--- config.mk ---
export PLATFORM = sky130hd
export DESIGN_NAME = dfilt_mac
export DESIGN_NICKNAME = d
export VERILOG_FILES = /design/src/design/dfilt_pkg.sv /design/src/design/dfilt_mac.sv
export SDC_FILE = /design/constraint.sdc
export NUM_CORES = 2
export LEC_CHECK = 0
export BUFFER_PORTS_ARGS = -buffer_cell sky130_fd_sc_hd__buf_4
export CAP_MARGIN = 10
export CORE_MARGIN = 10
export CORE_UTILIZATION = 40
export DETAILED_ROUTE_END_ITERATION = 8
export MAX_ROUTING_LAYER = met4
export PLACE_DENSITY = 0.63
export SYNTH_ARGS = -nofsm -noshare
export SYNTH_HDL_FRONTEND = slang
export SYNTH_SLANG_ARGS = --single-unit
--- constraint.sdc ---
create_clock -name clk -period 13.8 [get_ports clk]
set_input_delay 2.07 -clock clk [delete_from_list [all_inputs] [get_ports clk]]
set_output_delay 2.07 -clock clk [all_outputs]
set_load 0.005 [all_outputs]
--- src/design/dfilt_pkg.sv ---
`timescale 1ns / 1ps
// Shared constants, types and register codes for the per-bin deep filter.
// No dependencies; every other design file imports this package.
package dfilt_pkg;

  localparam int TAPS        = 5;
  localparam int MAX_BINS    = 512;
  localparam int SAMPLE_BITS = 16;

  localparam int BIN_W  = 9;
  localparam int TAP_W  = 3;
  localparam int NFB_W  = 10;
  localparam int LA_W   = 3;
  localparam int SLOT_W = (TAPS > 1) ? $clog2(TAPS) : 1;
  localparam int SUM_W  = $clog2(2 * TAPS) + 1;

  localparam int MEM_DEPTH = MAX_BINS * TAPS;
  localparam int ADDR_W    = $clog2(MEM_DEPTH);
  localparam int WORD_W    = 2 * SAMPLE_BITS;
  localparam int PROD_W    = 2 * SAMPLE_BITS;
  localparam int ACC_W     = 2 * SAMPLE_BITS + 8;

  localparam int FIFO_DEPTH = 8;
  localparam int FIFO_PTR_W = $clog2(FIFO_DEPTH);
  localparam int FIFO_CNT_W = FIFO_PTR_W + 1;

  localparam int CFG_IDX_W  = 2;
  localparam int CFG_DATA_W = 10;

  localparam logic [NFB_W-1:0] NFB_RESET  = NFB_W'(96);
  localparam logic [LA_W-1:0]  LA_RESET   = LA_W'(2);

  typedef logic signed [SAMPLE_BITS-1:0] sample_t;

  typedef enum logic [CFG_IDX_W-1:0] {
    REG_NUM_FILTERED = 2'd0,
    REG_LOOKAHEAD    = 2'd1,
    REG_CONJUGATE    = 2'd2
  } cfg_reg_t;

  // Per-item control carried down the pipeline
  typedef struct packed {
    logic             last;
    logic             clr;
    logic             hold_sel;
    logic             filt;
    logic             conj;
    logic [BIN_W-1:0] bin;
  } ctl_t;

  typedef struct packed {
    logic [BIN_W-1:0] bin;
    sample_t          re;
    sample_t          im;
    logic             sat;
  } res_t;

endpackage

--- src/design/dfilt_mac.sv ---
`timescale 1ns / 1ps
// Complex multiply, shared accumulator, passthrough hold and round/saturate.
// Two register stages after the history read. Depends on dfilt_pkg.
module dfilt_mac (
  input  logic                         clk,
  input  logic                         rst,
  input  logic                         in_valid,
  input  dfilt_pkg::ctl_t              ctl,
  input  logic [dfilt_pkg::WORD_W-1:0] x_word,
  input  dfilt_pkg::sample_t           coef_re,
  input  dfilt_pkg::sample_t           coef_im,
  output logic                         res_valid,
  output dfilt_pkg::res_t              res,
  output logic [1:0]                   pending
);
  import dfilt_pkg::*;

  localparam int RND_BIAS = 1 << (SAMPLE_BITS - 3);
  localparam logic signed [ACC_W-1:0] SAT_HI = ACC_W'((1 << (SAMPLE_BITS - 1)) - 1);
  localparam logic signed [ACC_W-1:0] SAT_LO = -SAT_HI - ACC_W'(1);

  // {clipped, value}
  function automatic logic [SAMPLE_BITS:0] round_sat(input logic signed [ACC_W-1:0] a);
    logic signed [ACC_W-1:0] r;
    r = (a + ACC_W'(RND_BIAS)) >>> (SAMPLE_BITS - 2);
    if (r > SAT_HI) begin
      return {1'b1, SAT_HI[SAMPLE_BITS-1:0]};
    end else if (r < SAT_LO) begin
      return {1'b1, SAT_LO[SAMPLE_BITS-1:0]};
    end
    return {1'b0, r[SAMPLE_BITS-1:0]};
  endfunction

  sample_t x_re, x_im;
  assign x_re = x_word[WORD_W-1:SAMPLE_BITS];
  assign x_im = x_word[SAMPLE_BITS-1:0];

  // product stage
  logic                     s2_valid;
  ctl_t                     s2_ctl;
  logic signed [PROD_W-1:0] p_rr, p_ii, p_ri, p_ir;
  sample_t                  s2_x_re, s2_x_im;

  always_ff @(posedge clk) begin
    if (rst) begin
      s2_valid <= 1'b0;
    end else begin
      s2_valid <= in_valid;
    end
  end

  always_ff @(posedge clk) begin
    s2_ctl  <= ctl;
    p_rr    <= x_re * coef_re;
    p_ii    <= x_im * coef_im;
    p_ri    <= x_re * coef_im;
    p_ir    <= x_im * coef_re;
    s2_x_re <= x_re;
    s2_x_im <= x_im;
  end

  // accumulate stage
  logic signed [PROD_W:0]  t_re, t_im;
  logic signed [ACC_W-1:0] acc_re, acc_im, acc_re_next, acc_im_next;
  sample_t                 hold_re, hold_im;
  logic                    s3_valid, s3_filt;
  logic [BIN_W-1:0]        s3_bin;

  always_comb begin
    if (s2_ctl.conj) begin
      t_re = (PROD_W+1)'(p_rr) + (PROD_W+1)'(p_ii);
      t_im = (PROD_W+1)'(p_ir) - (PROD_W+1)'(p_ri);
    end else begin
      t_re = (PROD_W+1)'(p_rr) - (PROD_W+1)'(p_ii);
      t_im = (PROD_W+1)'(p_ri) + (PROD_W+1)'(p_ir);
    end
    acc_re_next = (s2_ctl.clr ? '0 : acc_re) + ACC_W'(t_re);
    acc_im_next = (s2_ctl.clr ? '0 : acc_im) + ACC_W'(t_im);
  end

  always_ff @(posedge clk) begin
    if (rst) begin
      acc_re   <= '0;
      acc_im   <= '0;
      hold_re  <= '0;
      hold_im  <= '0;
      s3_valid <= 1'b0;
    end else begin
      s3_valid <= s2_valid && s2_ctl.last;
      if (s2_valid) begin
        acc_re <= acc_re_next;
        acc_im <= acc_im_next;
        if (s2_ctl.hold_sel) begin
          hold_re <= s2_x_re;
          hold_im <= s2_x_im;
        end
      end
    end
  end

  always_ff @(posedge clk) begin
    s3_bin  <= s2_ctl.bin;
    s3_filt <= s2_ctl.filt;
  end

  // output: filtered bins round the sum, others emit the held frame
  logic [SAMPLE_BITS:0] rs_re, rs_im;

  always_comb begin
    rs_re     = round_sat(acc_re);
    rs_im     = round_sat(acc_im);
    res_valid = s3_valid;
    res.bin   = s3_bin;
    if (s3_filt) begin
      res.re  = rs_re[SAMPLE_BITS-1:0];
      res.im  = rs_im[SAMPLE_BITS-1:0];
      res.sat = rs_re[SAMPLE_BITS] | rs_im[SAMPLE_BITS];
    end else begin
      res.re  = hold_re;
      res.im  = hold_im;
      res.sat = 1'b0;
    end
  end

  assign pending = 2'(s2_valid && s2_ctl.last) + 2'(s3_valid);

endmodule

==> flow_summary.rst <==
.. list-table::
   :header-rows: 1

   * - Metric
     - Value
   * - Count of cells resized by post-cts repair
     - 0
   * - Vias in the first global route
     - 45640
   * - Grt ovf
     - 0
   * - Clock latency of the later-clocked register in the worst-skew pair
     - 0.62 ns
   * - Synth cell count leaders
     - 1258 x sky130_fd_sc_hd__inv_1, 1052 x sky130_fd_sc_hd__fa_1, 660 x sky130_fd_sc_hd__nand2_1
   * - Critical path arrival
     - 8.70 ns
   * - Placeable core region
     - 0.1437 sq mm
   * - Vias per cell
     - 5.194
   * - Share of post-route cells with drive strength above 1
     - 3.883%
   * - Filler Cells Inserted
     - 14240
   * - Number of max-capacitance violations reported
     - 0
   * - Largest fanout on the critical path
     - 33
   * - Clock Path Buffers
     - 3
   * - EDFF count, synth
     - 0
   * - Fraction of post-synthesis cell area in the top cell type by area
     - 36.45%
   * - Effective utilization at floorplan
     - 40.22%
   * - Count of routing violations after the opening detailed-route iteration
     - 2796
   * - Flip-flop and latch count after synthesis
     - 298
   * - Number of remaining DRC errors
     - 0
   * - Post-Route Utilization
     - 42.88%
   * - Final number of max-transition violations
     - 0
   * - I/O pins
     - 126
   * - Gate Count Post-Synth
     - 6577
   * - Final ANT Viol Nets
     - 0
   * - Min-Delay Path Class
     - reg2reg
   * - Count of nets after finishing
     - 8093
   * - Post-Syn Nets
     - 8184
   * - Post-CTS setup buffers
     - 0
   * - Cts hold-fix bufs
     - 0
   * - Die outline area
     - 0.1601 sq mm
   * - Post-Syn Area per Cell
     - 8.786 sq um
   * - Half-perimeter wire length after detailed placement
     - 125700 um
   * - Vertical extent of the die
     - 400.1 um
   * - Sink Count
     - 298
   * - H-tree depth
     - 2
   * - Last weighted congestion value of the routability-driven placer
     - 0.9146
   * - First-pass GRT wire length
     - 254900 um
   * - Clock root buffer
     - sky130_fd_sc_hd__clkbuf_16
   * - Count of final hold-check violations
     - 0
   * - Final-report setup violation count
     - 0
   * - Top FF cell, synth
     - sky130_fd_sc_hd__dfxtp_1
   * - Iteration count of the initial detailed-routing pass
     - 6
   * - Critical path capture point type
     - flip-flop
   * - Share of the cycle needed by the critical path after routing
     - 59.14%
   * - Port Buffer Count
     - 125
   * - Post-CTS clock slew at the launch and capture registers of the worst setup and hold paths
     - 0.06 ns
   * - Slew Limit Headroom
     - 36.91%
   * - Reg area
     - 0.005973 sq mm
   * - Slew at the pin with the worst max-slew slack
     - 0.9379 ns
   * - Total negative slack for setup checks
     - 0 ns
   * - Total global-route track usage
     - 20.77%
   * - Worst Setup Start Kind
     - input port
   * - Most area-consuming cells after synthesis
     - sky130_fd_sc_hd__fa_1 36%, sky130_fd_sc_hd__dfxtp_1 10%, sky130_fd_sc_hd__ha_1 10%
   * - Total wire length after detailed routing
     - 159300 um
   * - Highest clock rate
     - 122.5 MHz
   * - Data required time at the worst endpoint
     - 14.34 ns
   * - Most instantiated library cell after synthesis
     - sky130_fd_sc_hd__inv_1
   * - Flop-to-flop setup slack
     - 5.96 ns
   * - Setup repair after global routing missed its margin
     - no
   * - Crit path time final
     - 8.162 ns
   * - Sequential element share of the synthesized area
     - 10.32%
   * - Final worst clock skew
     - 0.03622 ns
   * - Number of cell rows
     - 139
   * - Worst Setup Path Type
     - in2reg
   * - TritonCTS Buffers
     - 41
   * - Post-synthesis to final-layout area growth
     - 6.602%
   * - Number of antenna violations at the first check in global routing
     - 25
   * - Count of vias placed by the detailed router
     - 43800
   * - Synthesized cell area
     - 0.05778 sq mm
   * - Cell accounting for the most synthesized area
     - sky130_fd_sc_hd__fa_1
   * - Width of the chip
     - 400.1 um
   * - Clock tree from TritonCTS
     - yes
   * - Largest net degree at the start of global routing
     - 73
   * - Proportion of register bits with asynchronous set or reset after synthesis
     - 0%
   * - Avg WL per Cell
     - 18.90 um
   * - Status
     - finished, final reports clean
   * - Netlist cell types
     - 89
   * - Area used by multi-input combinational logic
     - 0.04606 sq mm
   * - Synthesis warning total
     - 0
==> placed cells by master, fill, tap and decap left out, types with 14 or more instances in the layout <==
cell,synthesis,final
sky130_fd_sc_hd__inv_1,1258,1258
sky130_fd_sc_hd__fa_1,1052,1052
sky130_fd_sc_hd__nand2_1,660,660
sky130_fd_sc_hd__and2_1,508,508
sky130_fd_sc_hd__ha_1,474,474
sky130_fd_sc_hd__nor2_1,318,318
sky130_fd_sc_hd__dfxtp_1,298,294
sky130_fd_sc_hd__a21oi_1,292,292
sky130_fd_sc_hd__xnor2_1,254,254
sky130_fd_sc_hd__buf_4,0,138
sky130_fd_sc_hd__a21o_1,124,124
sky130_fd_sc_hd__o21ai_0,109,109
sky130_fd_sc_hd__nor2b_1,98,98
sky130_fd_sc_hd__xor2_1,97,97
sky130_fd_sc_hd__nand3_1,75,75
sky130_fd_sc_hd__nor3_1,62,62
sky130_fd_sc_hd__o21a_1,52,52
sky130_fd_sc_hd__nand2b_1,48,48
sky130_fd_sc_hd__mux2i_1,44,44
sky130_fd_sc_hd__and3_1,41,41
sky130_fd_sc_hd__clkbuf_16,0,41
sky130_fd_sc_hd__o21bai_1,40,40
sky130_fd_sc_hd__a31oi_1,35,35
sky130_fd_sc_hd__o211ai_1,29,29
sky130_fd_sc_hd__nand4_1,29,29
sky130_fd_sc_hd__a211oi_1,27,27
sky130_fd_sc_hd__or3_1,23,23
sky130_fd_sc_hd__nor4_1,18,18
sky130_fd_sc_hd__o22a_1,17,17
sky130_fd_sc_hd__a211o_1,16,16
sky130_fd_sc_hd__diode_2,0,14
==> flip-flops by register name (all words and copies together), names as in the netlist <==
signal and count:
p_ii 32, p_ir 32, p_ri 32, s2_valid 1, hold_re 16, s2_x_re 16
s3_bin 9, acc_im 40, acc_re 40, s3_filt 1, p_rr 32, hold_im 16
s2_ctl 14, res_valid 1, s2_x_im 16
==> kinds of logic (layout without fill, tap and decap cells) <==
| logic type | after synthesis | after routing | share of synthesized area (%) |
|---|---|---|---|
| other | 0 | 14 | 0 |
| buffers and inverters | 1534 | 1472 | 9.967 |
| xor gates and xnor gates | 357 | 357 | 5.543 |
| and+or+nand+nor | 1949 | 1949 | 16.87 |
| adders and majority gates | 1526 | 1526 | 46.71 |
| DFF | 298 | 298 | 10.32 |
| muxes | 47 | 47 | 0.8206 |
| AOI/OAI and AO/OA | 866 | 866 | 9.768 |
==> path summary, 6_finish.rpt <==
| path | depth (start not counted) | endpoint | from |
|---|---|---|---|
| worst max-delay path | 24 | p_ii[28]$_DFF_P_ | x_word[10] |
| worst min-delay path | 0 | s3_bin[5]$_DFF_P_ | s2_ctl[5]$_DFF_P_ |
| worst max register to register | 27 | acc_im[39]$_SDFFE_PP0P_ | p_ri[0]$_DFF_P_ |
| worst min register to register | 0 | s3_bin[5]$_DFF_P_ | s2_ctl[5]$_DFF_P_ |
==> critical path, stage by stage <==
cell and delay, ns:
sky130_fd_sc_hd__buf_4 0.37, sky130_fd_sc_hd__nand2_1 0.15, sky130_fd_sc_hd__fa_1 0.52, sky130_fd_sc_hd__fa_1 0.54, sky130_fd_sc_hd__inv_1 0.05, sky130_fd_sc_hd__fa_1 0.50, sky130_fd_sc_hd__inv_1 0.06, sky130_fd_sc_hd__fa_1 0.53
sky130_fd_sc_hd__inv_1 0.05, sky130_fd_sc_hd__fa_1 0.48, sky130_fd_sc_hd__inv_1 0.05, sky130_fd_sc_hd__fa_1 0.47, sky130_fd_sc_hd__inv_1 0.04, sky130_fd_sc_hd__ha_1 0.33, sky130_fd_sc_hd__a21o_1 0.17, sky130_fd_sc_hd__a21o_1 0.17
sky130_fd_sc_hd__a221oi_1 0.32, sky130_fd_sc_hd__a21oi_1 0.16, sky130_fd_sc_hd__o31ai_1 0.38, sky130_fd_sc_hd__a21oi_1 0.21, sky130_fd_sc_hd__o41ai_1 0.40, sky130_fd_sc_hd__nor2b_1 0.31, sky130_fd_sc_hd__o311ai_0 0.17, sky130_fd_sc_hd__a31oi_1 0.18
==> area by class of cell <==
cell class | count | share of cell area, %
multi-input combinational | 4745 | 74.77
sequential | 298 | 9.697
inverter | 1262 | 7.690
tap | 1903 | 3.865
clock buffer | 55 | 1.897
timing repair buffer | 138 | 1.682
clock inverter | 17 | 0.3392
antenna | 14 | 0.05687
==> layer usage <==
layer | wire length [um] | global-route usage (%)
met1 | 68350 | 26.72
met2 | 74660 | 33.52
met3 | 10720 | 3.423
met4 | 5593 | 6.319
met5 | 0 | -
==> per-stage QoR <==
stage	cells	cell area [sq um]	hold WS, ns	worst slack [ns]
6_report	8432	61600	0.3238	5.638
5_1_grt	8430	61590	0.3294	5.193
4_1_cts	8418	61560	0.3271	5.687
3_5_place_dp	8346	60190	0.3132	5.058
3_3_place_gp	8346	60190	0.3104	5.151
2_1_floorplan	6577	57780	0.3096	5.757
Power is not shown: default switching activity piles up to over one toggle a cycle in this logic, so the estimate is an artifact.
