## src/design/dfilt_pkg.sv

```systemverilog
`timescale 1ns / 1ps
// Shared constants, types and register codes for the per-bin deep filter.
// No dependencies; every other design file imports this package.
package dfilt_pkg;

  localparam int TAPS        = 5;
  localparam int MAX_BINS    = 512;
  localparam int SAMPLE_BITS = 16;

  localparam int BIN_W  = 9;
  localparam int TAP_W  = 3;
  localparam int NFB_W  = 10;
  localparam int LA_W   = 3;
  localparam int SLOT_W = (TAPS > 1) ? $clog2(TAPS) : 1;
  localparam int SUM_W  = $clog2(2 * TAPS) + 1;

  localparam int MEM_DEPTH = MAX_BINS * TAPS;
  localparam int ADDR_W    = $clog2(MEM_DEPTH);
  localparam int WORD_W    = 2 * SAMPLE_BITS;
  localparam int PROD_W    = 2 * SAMPLE_BITS;
  localparam int ACC_W     = 2 * SAMPLE_BITS + 8;

  localparam int FIFO_DEPTH = 8;
  localparam int FIFO_PTR_W = $clog2(FIFO_DEPTH);
  localparam int FIFO_CNT_W = FIFO_PTR_W + 1;

  localparam int CFG_IDX_W  = 2;
  localparam int CFG_DATA_W = 10;

  localparam logic [NFB_W-1:0] NFB_RESET  = NFB_W'(96);
  localparam logic [LA_W-1:0]  LA_RESET   = LA_W'(2);

  typedef logic signed [SAMPLE_BITS-1:0] sample_t;

  typedef enum logic [CFG_IDX_W-1:0] {
    REG_NUM_FILTERED = 2'd0,
    REG_LOOKAHEAD    = 2'd1,
    REG_CONJUGATE    = 2'd2
  } cfg_reg_t;

  // Per-item control carried down the pipeline
  typedef struct packed {
    logic             last;
    logic             clr;
    logic             hold_sel;
    logic             filt;
    logic             conj;
    logic [BIN_W-1:0] bin;
  } ctl_t;

  typedef struct packed {
    logic [BIN_W-1:0] bin;
    sample_t          re;
    sample_t          im;
    logic             sat;
  } res_t;

endpackage

```

## src/design/dfilt_out_if.sv

```systemverilog
`timescale 1ns / 1ps
// Result channel: one filtered bin per transfer.
// Depends on dfilt_pkg.
interface dfilt_out_if;
  import dfilt_pkg::*;

  logic             valid;
  logic             ready;
  logic [BIN_W-1:0] out_bin;
  sample_t          out_re;
  sample_t          out_im;
  logic             saturated;

  modport source (output valid, out_bin, out_re, out_im, saturated, input ready);
  modport sink   (input valid, out_bin, out_re, out_im, saturated, output ready);
endinterface

```

## src/design/dfilt_res_fifo.sv

```systemverilog
`timescale 1ns / 1ps
// Result queue between the filter pipeline and the result channel.
// Fill level feeds the input credit check. Depends on dfilt_pkg, dfilt_out_if.
module dfilt_res_fifo (
  input  logic                             clk,
  input  logic                             rst,
  input  logic                             push,
  input  dfilt_pkg::res_t                  push_data,
  dfilt_out_if.source                      results,
  output logic [dfilt_pkg::FIFO_CNT_W-1:0] level
);
  import dfilt_pkg::*;

  res_t                  q [FIFO_DEPTH];
  logic [FIFO_PTR_W-1:0] wr_ptr, rd_ptr;
  logic                  pop;
  res_t                  head;

  assign pop  = results.valid && results.ready;
  assign head = q[rd_ptr];

  always_ff @(posedge clk) begin
    if (rst) begin
      wr_ptr <= '0;
      rd_ptr <= '0;
      level  <= '0;
    end else begin
      if (push) begin
        wr_ptr <= wr_ptr + 1'b1;
      end
      if (pop) begin
        rd_ptr <= rd_ptr + 1'b1;
      end
      level <= level + FIFO_CNT_W'(push) - FIFO_CNT_W'(pop);
    end
  end

  always_ff @(posedge clk) begin
    if (push) begin
      q[wr_ptr] <= push_data;
    end
  end

  assign results.valid     = (level != '0);
  assign results.out_bin   = head.bin;
  assign results.out_re    = head.re;
  assign results.out_im    = head.im;
  assign results.saturated = head.sat;

endmodule

```

## src/flat_wrapper.sv

```systemverilog
// flat-port wrapper written by rule: the top's interface ports become plain ports
module dfilt_res_fifo_flat import dfilt_pkg::*;
  (clk, rst, push, push_data, level, results_valid, results_out_bin, results_out_re, results_out_im, results_saturated, results_ready);
  dfilt_out_if results_i ();
  input  logic clk;
  input  logic rst;
  input  logic push;
  input  dfilt_pkg::res_t push_data;
  output logic [dfilt_pkg::FIFO_CNT_W-1:0] level;
  output wire logic [$bits(results_i.valid)-1:0] results_valid;
  output wire logic [$bits(results_i.out_bin)-1:0] results_out_bin;
  output wire logic [$bits(results_i.out_re)-1:0] results_out_re;
  output wire logic [$bits(results_i.out_im)-1:0] results_out_im;
  output wire logic [$bits(results_i.saturated)-1:0] results_saturated;
  input wire logic [$bits(results_i.ready)-1:0] results_ready;
  assign results_valid = results_i.valid;
  assign results_out_bin = results_i.out_bin;
  assign results_out_re = results_i.out_re;
  assign results_out_im = results_i.out_im;
  assign results_saturated = results_i.saturated;
  assign results_i.ready = results_ready;
  dfilt_res_fifo u_core (.clk(clk), .rst(rst), .push(push), .push_data(push_data), .results(results_i), .level(level));
endmodule
```

## config.mk

```make
export PLATFORM = sky130hd
export DESIGN_NAME = dfilt_res_fifo_flat
export DESIGN_NICKNAME = d
export VERILOG_FILES = /design/src/design/dfilt_pkg.sv /design/src/design/dfilt_out_if.sv /design/src/design/dfilt_res_fifo.sv /design/src/flat_wrapper.sv
export SDC_FILE = /design/constraint.sdc
export NUM_CORES = 1
export LEC_CHECK = 0
export BUFFER_PORTS_ARGS = -buffer_cell sky130_fd_sc_hd__buf_2
export CAP_MARGIN = 25
export CORE_MARGIN = 1
export CORE_UTILIZATION = 40
export CTS_BUF_LIST = sky130_fd_sc_hd__clkbuf_4
export DETAILED_ROUTE_END_ITERATION = 8
export PLACE_DENSITY = 0.65
export SLEW_MARGIN = 10
export SYNTH_ARGS = -nofsm -noshare
export SYNTH_HDL_FRONTEND = slang
export SYNTH_SLANG_ARGS = --single-unit
```

## constraint.sdc

```tcl
create_clock -name clk -period 5.18 [get_ports clk]
set_clock_uncertainty 0.2 [all_clocks]
set_input_delay 0.259 -clock clk [delete_from_list [all_inputs] [get_ports clk]]
set_output_delay 0.259 -clock clk [all_outputs]
set_load 0.02 [all_outputs]
```

==> results.py, run 1 <==
metrics = {
    "hold_path": {
        "min_from": "push_data[35]",
        "hold_path_class": "in -> reg",
    },
    "setup_path": {
        "path_depth": 4,
        "regToRegStartpoint": "u_core.level[2]",
        "required_ns": 4.72,
        "crit_fanout": 49,
        "crit_path_end_kind": "output port",
        "max_stage_delay_ns": 0.82,
        "setup.worst_path.end": "results_out_im[10]",
        "arrival_ns": 2.97,
        "cp_num_buf_inv": 2,
        "path_cells": "buf_4 -> mux4_2 -> mux2_2 -> buf_2",
        "cp_top_family": "flip-flops",
        "crit_path_top_delay_cell": "dfxtp_4",
        "crit_path_start_kind": "flop",
        "r2r_end": "u_core.level[1]",
        "rr_worst_depth": 10,
        "r2r_setup_slack_ns": 2.73,
        "criticalPathCategory": "reg -> out",
    },
    "sta": {
        "setup_tns_ns": 0,
        "finalHoldViolCount": 0,
        "slew_viol_final": 0,
        "fin_crit_sh_pct": 66.3,
        "timing.fmax_mhz": 291,
        "max_slew_margin_pct": 46.5,
        "finalCriticalPeriod_ns": 3.43,
        "rsz0062_at_grt": "no",
        "worst_pin_slew_ns": 0.803,
        "setup_viol": 0,
    },
    "yosys": {
        "yosys_warnings": 0,
        "ys_seq_area_share_pct": 78.1,
        "avgSynthCellArea_um2": 23.6,
        "synth_top_family_by_area": "multiplexers",
        "yosysTopAreaCell": "edfxtp_1",
        "netlist.area_leader.share_pct": 76.2,
        "syn-num-nets": 614,
        "synthAdderAreaFrac_pct": 0.718,
        "synthMuxAreaShare_pct": 18.1,
        "synth_simple_gate_area_share_pct": 1.09,
        "netlist_area_um2": 13200,
        "synth_seq_cells": 349,
        "synth_cells": 561,
        "synthTopCellsByArea": "edfxtp_1 76%, mux4_2 14%, mux2_2 3.7%, dfxtp_1 2.0%, buf_6 0.60%",
        "synth_xor_area_share_pct": 0.198,
        "ys_types": 25,
        "synth-compound-area-share_pct": 0.406,
    },
    "cells_and_area": {
        "stdcell_count": 1285,
        "layout_common_cells": "336 x edfxtp_1, 125 x clkbuf_4, 92 x buf_2, 84 x mux4_2, 46 x dlygate4sd3_1",
        "drive_above_1_share_pct": 45.3,
        "fin_nets": 832,
        "final_common_cell": "edfxtp_1",
        "fillers": 2717,
        "area_growth_pct": 20.5,
    },
    "clocking": {
        "htreeDepth": 3,
        "cts-buffers-inserted": 87,
        "cts-root-buf": "clkbuf_4",
        "path_clk_slew_ns": 0.06,
        "clock_sinks": 349,
        "clock_latency_ns": 0.67,
        "postCtsSetupBuffers": 0,
        "cts_tree": "done",
        "clockBufferDepth": 3,
    },
    "global_route": {
        "grt_pass1_vias": 7044,
        "grt_max_degree": 67,
        "gr-total-overflow": 0,
        "grt.total_usage_pct": 16.0,
        "antenna_found_initial": 3,
        "grt_pass1_wl_um": 39700,
    },
    "status": {
        "run_status": "completed",
    },
    "drt": {
        "antenna_left": 0,
        "wl_per_cell_um": 20.3,
        "drtIter0Drc": 474,
        "drt_first_pass_iters": 7,
        "drcViolationCount": 0,
        "avgViaCountPerCell": 4.96,
        "drt-total-wl_um": 26000,
        "vias": 6372,
    },
    "die": {
        "fp.dieH_um": 184,
        "core_area_um2": 32500,
        "die_x_um": 184,
        "dieArea_um2": 33900,
        "io_pins": 93,
        "floorplan.rows": 66,
        "initial_utilization_pct": 40.7,
    },
    "pwr": {
        "power_density_nw_per_um2": 410,
        "peakVddDrop_mv": 0.217,
        "p_leak_nw": 5.24,
    },
    "place": {
        "dp_cells": 1086,
        "io_buffers": 92,
        "hpwl_um": 14000,
        "routabilityCongestion": 0.703,
    },
    "job": {
        "drv_cap": 0,
    },
}
-- power by group --
part           switching, mW  internal (mW)
clock                   1.04           1.22
sequential            0.0511           3.19
combinational          0.573          0.483
total                   1.66           4.88
-- routing by layer --
metal | up-vias | track usage (%) | routed length [um]
met1 | 3325 | 20.4 | 11300
met3 | 29 | 4.14 | 1350
li1 | 2854 | - | -
met2 | 162 | 26.7 | 13100
met5 | - | 0 | 13
met4 | 2 | 4.93 | 280
-- layout make-up --
cell class | instances | area, um2 | area share (%)
repair buffers | 153 | 1130 | 7.06
flip-flops and latches | 349 | 10400 | 64.9
well taps | 442 | 553 | 3.47
clock buffers | 125 | 938 | 5.88
clock inverters | 26 | 178 | 1.11
inverters | 8 | 30.0 | 0.188
diodes | 2 | 5.00 | 0.0314
multi-input cells | 180 | 2770 | 17.4
-- how the worst min path moves through the flow --
| stage | to | slack [ns] | cells past startpoint |
|---|---|---|---|
| 2_1_floorplan | u_core.q[0][0] | 0.16 | 0 |
| 3_3_place_gp | u_core.rd_ptr[2] | 0.30 | 2 |
| 3_5_place_dp | flop | 0.31 | 2 |
| 4_1_cts | u_core.q[2][35] | 0.1 | 2 |
| 5_1_grt | u_core.q[3][4] | 0.12 | 2 |
| 6_report | u_core.q[2][35] | 0.17 | 2 |
-- timing repair --
action | in CTS | in global routing
gates resized for setup | 0 | 0
setup endpoints to repair | 0 | 0
hold endpoints to repair | 349 | 0
hold buffers | 46 | 0
-- flip-flops by register name, summed over array words and instances (netlist names), named ones only --
signal	count
u_core.q	336
u_core.level	4
u_core.rd_ptr	3
u_core.wr_ptr	3
-- synthesized netlist by cell type --
cell	count
edfxtp_1	336
mux4_2	84
mux2_2	44
dfxtp_1	13
nor2_1	13
clkbuf_1	8
inv_1	8
buf_2	7
buf_6	7
a21oi_1	6
ha_1	6
nand2_1	5
nand2b_1	4
nand3_1	3
o21ai_0	3
buf_1	2
nor2b_1	2
nor3_1	2
xor2_1	2
a31o_2	1
fa_1	1
mux2i_1	1
nor3b_1	1
or3_1	1
xnor2_1	1
-- metrics by stage --
| step | utilization [%] | setup slack, ns | cell area, um2 | power [mW] | hold WS [ns] |
|---|---|---|---|---|---|
| after CTS | 49.0 | 1.64 | 16000 | 6.66 | 0.0976 |
| final | 49.1 | 1.75 | 16000 | 6.55 | 0.169 |
| after global placement | 43.9 | 2.42 | 14300 | 4.31 | 0.297 |
| after detailed placement | 44.2 | 2.37 | 14400 | 4.34 | 0.310 |
| after floorplan | - | 1.12 | 13200 | 4.02 | 0.158 |
| after global routing | 49.1 | 1.56 | 16000 | 6.87 | 0.116 |
-- logic make-up (layout without fill, tap and decap cells) --
logic type,Yosys count,count (layout)
muxes,129,129
other,0,2
adders and majority gates,7,7
and+or+nand+nor,31,31
xor gates and xnor gates,3,3
buffers and inverters,32,312
AOI/OAI and AO/OA,10,10
DFF,349,349
No activity file was read; power rests on OpenSTA's default activity.
==> inputs of run 2 (changes only) <==
- clock period: 5.18 -> 3.5 ns (I/O delays scaled with it)
==> run 2 against run 1 <==
  * Non-clock buffer count grew 3
  * Clock-buffer cell count grew 4
  * Power grew 46%
  * Setup slack lost 1.4 ns
  * Global-route usage grew 0.18 points
  * Utilization shrank 0.13 points
  * Critical path depth is the same
  * Critical endpoint is now results_out_bin[0]
  * Sequential cell count is the same
  * Clock power grew 41%
  * Register-to-register slack lost 2.2 ns
  * Sequential share of layout area grew 0.17 points
==> results.py, run 2 (same netlist as run 1, synthesis figures left out) <==
metrics = {
    "cells_and_area": {
        "layout_common_cells": "336 x edfxtp_1, 129 x clkbuf_4, 92 x buf_2, 84 x mux4_2, 47 x dlygate4sd3_1",
        "final_common_cell": "edfxtp_1",
        "seq_area_um2": 10400,
        "largest_register": "u_core.q",
        "multi_input_area_um2": 2780,
        "fin_area_um2": 15900,
        "drive_above_1_share_pct": 45.9,
        "fillers": 2722,
        "area_growth_pct": 20.2,
        "fin_nets": 836,
        "largest_register_ffs": 336,
        "reg.largest.list": "u_core.q: 336 flops, u_core.level: 4 flops",
    },
    "setup_path": {
        "cp_top_family": "multiplexers",
        "path_depth": 4,
        "rr_worst_depth": 11,
        "arrival_ns": 2.77,
        "crit_path_start_kind": "flop",
        "regToRegStartpoint": "u_core.level[2]",
        "r2r_setup_slack_ns": 0.56,
        "criticalPathCategory": "reg -> out",
        "max_stage_delay_ns": 0.68,
        "cp_num_buf_inv": 2,
        "crit_fanout": 23,
        "r2r_end": "u_core.level[1]",
        "path_cells": "buf_4 -> mux4_2 -> mux2_2 -> buf_2",
        "crit_path_end_kind": "output port",
        "required_ns": 3.12,
        "crit_path_top_delay_cell": "dfxtp_4",
        "setup.worst_path.end": "results_out_bin[0]",
    },
    "global_route": {
        "grt_pass1_wl_um": 39800,
        "grt_pass1_vias": 7051,
        "grt_max_degree": 51,
        "antenna_found_initial": 3,
        "grt.total_usage_pct": 16.2,
        "gr-total-overflow": 0,
    },
    "sta": {
        "max_slew_margin_pct": 45.0,
        "finalCriticalPeriod_ns": 3.15,
        "rsz0062_at_grt": "no",
        "setup_tns_ns": 0,
        "fin_crit_sh_pct": 89.9,
        "setup_viol": 0,
        "slew_viol_final": 0,
        "timing.fmax_mhz": 318,
        "worst_pin_slew_ns": 0.823,
        "finalHoldViolCount": 0,
    },
    "clocking": {
        "ctsResizeCount": 0,
        "postCtsSetupBuffers": 0,
        "clockBufferDepth": 3,
        "htreeDepth": 3,
        "hold_buffers": 47,
        "clock_sinks": 349,
        "cts-buffers-inserted": 88,
        "path_clk_slew_ns": 0.07,
        "cts-root-buf": "clkbuf_4",
        "cts_tree": "done",
        "clock_latency_ns": 0.67,
    },
    "die": {
        "core_area_um2": 32500,
        "initial_utilization_pct": 40.7,
        "dieArea_um2": 33900,
        "floorplan.rows": 66,
        "io_pins": 93,
        "die_x_um": 184,
        "fp.dieH_um": 184,
    },
    "place": {
        "hpwl_um": 14600,
        "routabilityCongestion": 0.667,
        "placed_cell_area_um2": 14400,
        "io_buffers": 92,
    },
    "pwr": {
        "p_total_mw": 9.57,
        "p_leak_nw": 5.23,
        "power_density_nw_per_um2": 601,
        "peakVddDrop_mv": 0.348,
    },
    "drt": {
        "drt-total-wl_um": 26400,
        "vias": 6426,
        "wl_per_cell_um": 20.6,
        "antenna_left": 0,
        "drt_first_pass_iters": 6,
        "drtIter0Drc": 348,
        "avgViaCountPerCell": 5.00,
        "drcViolationCount": 0,
    },
    "hold_path": {
        "hold_path_class": "in -> reg",
    },
    "status": {
        "run_status": "completed",
    },
    "job": {
        "drv_cap": 0,
    },
}
==> run 2: changes by cell type in the layout (fill, tap and decap cells not counted), sizes merged, moves of 2 or more <==
cell / delta
clkbuf: +4
clkinv: -5
bufinv: -2
clkinvlp: -2
diode: +3
buf: +2
==> run 2: layout make-up <==
cell class / instances / share of cell area (%)
clock inverter: 16 / 0.417
inverter: 8 / 0.189
multi-input combinational: 180 / 17.5
tap: 442 / 3.47
timing repair buffer: 156 / 7.20
sequential: 349 / 65.1
antenna: 5 / 0.0786
clock buffer: 129 / 6.08
==> run 2: power by group <==
part,total (mW),switching (mW),internal [mW]
clock network,3.18,1.50,1.67
logic,1.57,0.830,0.742
registers,4.82,0.106,4.72
==> run 2: metrics by stage <==
stage / std cells / setup slack [ns] / hold slack (ns) / utilization [%]
final: 1285 / 0.355 / 0.107 / 48.9
after global routing: 1282 / 0.137 / 0.0525 / 48.9
after CTS: 1280 / 0.237 / 0.0394 / 48.9
after detailed placement: 1088 / 0.992 / 0.240 / 44.3
after global placement: 1088 / 1.04 / 0.228 / 44.3
after floorplan: 561 / 0.538 / 0.0739 / -
==> run 2: layer usage <==
metal	share of wire (%)	vias to the layer above	global-route usage, %
met5	0	-	0
met4	1.2	0	5.20
met1	41	3320	20.4
li1	-	2863	-
met3	8.1	35	5.15
met2	50	208	26.5
==> run 2: worst min path at each step <==
stage                              from               to  cells after the start
after floorplan            push_data[0]   u_core.q[0][0]                      0
after global placement    push_data[22]  u_core.q[0][22]                      1
after detailed placement  push_data[19]  u_core.q[7][19]                      1
after CTS                 push_data[28]  u_core.q[4][28]                      2
after global routing      push_data[16]  u_core.q[7][16]                      2
final                     push_data[34]  u_core.q[6][34]                      2
==> inputs of run 3 (changes only) <==
- ABC_AREA: not set -> 1
- PLACE_DENSITY: 0.65 -> 0.64
==> run 3 against run 2 <==
  * Cell area grew 13%
  * Largest power group unchanged
  * Synthesized cell count grew to 2.7 times the previous value
  * Hold slack worse by 0.013 ns
  * Sequential power barely moved
  * Power up 15%
  * Via count rose by 64%
  * Clock power up 10%
  * Setup slack better by 0.26 ns
  * Non-clock buffer count is 6 higher
  * Fmax increased by 8.9%
  * Largest cell class unchanged
  * Utilization shrank 1.2 points
  * Clock-buffer cell count grew 3
==> results.py, run 3 <==
metrics = {
    "status": {
        "run_status": "completed",
    },
    "place": {
        "io_buffers": 92,
        "hpwl_um": 17500,
        "routabilityCongestion": 0.747,
        "dp_cells": 2101,
    },
    "yosys": {
        "yosys_warnings": 0,
        "synth_edf_count": 336,
        "synth-main-ff-cell": "edfxtp_1",
        "async_flop_share_pct": 0,
        "avgSynthCellArea_um2": 9.93,
        "synthTopCellsByCount": "560 x nand2_1, 352 x inv_1, 336 x edfxtp_1",
        "synth_seq_cells": 349,
        "netlist.area_leader.share_pct": 66.0,
        "synthTopCellsByArea": "edfxtp_1 66%, nand2_1 14%, inv_1 8.6%, nand3_1 5.7%, dfxtp_1 1.7%",
        "syn-num-nets": 1593,
        "synth.most_common_cell": "nand2_1",
        "ys_types": 18,
        "yosysTopAreaCell": "edfxtp_1",
        "ys_seq_area_share_pct": 67.7,
        "synth_cells": 1540,
        "netlist_area_um2": 15300,
    },
    "sta": {
        "setup_viol": 0,
        "fin_crit_sh_pct": 82.5,
        "setup_tns_ns": 0,
        "finalHoldViolCount": 0,
        "timing.fmax_mhz": 346,
        "worst_pin_slew_ns": 0.820,
        "finalCriticalPeriod_ns": 2.89,
        "slew_viol_final": 0,
        "max_slew_margin_pct": 45.3,
        "rsz0062_at_grt": "no",
    },
    "cells_and_area": {
        "layout_common_cells": "560 x nand2_1, 351 x inv_1, 336 x edfxtp_1, 174 x nand3_1, 132 x clkbuf_4",
        "fillers": 3529,
        "drive_above_1_share_pct": 15.1,
        "final_common_cell": "nand2_1",
        "largest_register_ffs": 336,
        "stdcell_count": 2318,
        "reg.largest.list": "u_core.q: 336 flops, u_core.level: 4 flops",
        "fin_nets": 1784,
        "multi_input_area_um2": 3270,
        "seq_area_um2": 10400,
        "area_growth_pct": 17.5,
        "largest_register": "u_core.q",
    },
    "die": {
        "core_area_um2": 37700,
        "dieArea_um2": 39000,
        "fp.dieH_um": 198,
        "io_pins": 93,
        "floorplan.rows": 71,
        "initial_utilization_pct": 40.6,
        "die_x_um": 198,
    },
    "setup_path": {
        "path_cells": "inv_4 -> buf_4 -> nand2_1 -> nand3_1 -> nand2_1 -> nand2_1 -> nand2_1 -> buf_2",
        "criticalPathCategory": "reg -> out",
        "cp_num_buf_inv": 3,
        "crit_path_top_delay_cell": "inv_4",
        "max_stage_delay_ns": 0.52,
        "crit_path_start_kind": "flop",
        "crit_path_end_kind": "output port",
        "required_ns": 3.12,
        "crit_top_cell": "nand2_1",
        "arrival_ns": 2.51,
        "crit_fanout": 58,
        "cp_top_family": "buffers and inverters",
    },
    "clocking": {
        "cts-root-buf": "clkbuf_4",
        "clock_latency_ns": 0.70,
        "htreeDepth": 3,
        "cts_tree": "done",
        "clockBufferDepth": 3,
        "cts-buffers-inserted": 91,
        "clock_sinks": 349,
        "path_clk_slew_ns": 0.07,
    },
    "pwr": {
        "peakVddDrop_mv": 0.535,
        "power_density_nw_per_um2": 612,
        "p_leak_nw": 8.33,
    },
    "global_route": {
        "grt_pass1_vias": 10400,
        "antenna_found_initial": 2,
        "gr-total-overflow": 0,
        "grt_max_degree": 169,
        "grt_pass1_wl_um": 52900,
        "grt.total_usage_pct": 17.6,
    },
    "drt": {
        "drt-total-wl_um": 33600,
        "antenna_left": 0,
        "vias": 10500,
        "drcViolationCount": 0,
        "avgViaCountPerCell": 4.53,
        "drt_first_pass_iters": 5,
        "wl_per_cell_um": 14.5,
        "drtIter0Drc": 692,
    },
    "job": {
        "drv_cap": 0,
    },
    "hold_path": {
        "hold_path_class": "in -> reg",
    },
}
## run 3: power by group
part | switching (mW) | leakage, nW | internal, mW
Clock | 1.62 | 0.701 | 1.89
Sequential | 0.0930 | 3.16 | 4.71
Combinational | 1.83 | 4.47 | 0.854
## run 3: path summary, 6_finish.rpt
path               startpoint           endpoint  slack [ns]  cells after the start
max                      flop  results_out_im[1]        0.61                      8
min              push_data[9]     u_core.q[7][9]        0.09                      2
max reg2reg   u_core.level[2]    u_core.level[1]        0.74                     10
min reg2reg  u_core.wr_ptr[0]   u_core.wr_ptr[0]        0.31                      2
## run 3: area by class of cell
type                       instances  share of cell area (%)
antenna                            3                  0.0418
clock buffer                     132                    5.52
clock inverter                    34                    1.11
inverter                         354                    7.41
multi-input combinational        773                    18.2
sequential                       349                    57.7
tap                              511                    3.56
timing repair buffer             162                    6.51
## run 3: cells by family after synthesis
group / share of synthesized area [%]
buf+inv: 11.3
flops: 67.7
compound gates: 0.393
simple gates: 20.0
fa+ha+maj: 0.622
## run 3: timing repair
action,4_1_cts,5_1_grt
endpoints found under the hold margin,349,0
gates resized for setup,0,0
hold buffers,48,0
buffers inserted,0,0
## run 3: worst reg2reg max path: cells and delay by family (launching register included)
family / cells / cell delay [ns]
adder cells (fa/ha/maj): 3 / 0.91
flip-flops: 1 / 0.33
AND/OR/NAND/NOR: 3 / 0.45
buffers and inverters: 3 / 0.67
AO/OA/AOI/OAI: 1 / 0.12
## run 3: metrics by stage
step	cell area, um2	worst slack (ns)	total power [mW]	util [%]	hold slack (ns)
6_report	18000	0.613	11.0	47.7	0.0937
5_1_grt	18000	0.403	11.7	47.7	0.0340
4_1_cts	18000	0.535	11.1	47.7	0.0201
3_5_place_dp	16300	1.20	7.55	43.2	0.184
3_3_place_gp	16300	1.29	7.50	43.2	0.186
2_1_floorplan	15300	0.432	6.78	-	0.0417
## run 3: routing by layer
layer,vias up,global-route usage (%),part of all wire [%]
li1,5240,-,-
met1,4938,22.7,45
met2,287,28.8,47
met3,45,4.08,6.5
met4,0,6.83,1.5
met5,-,0,0
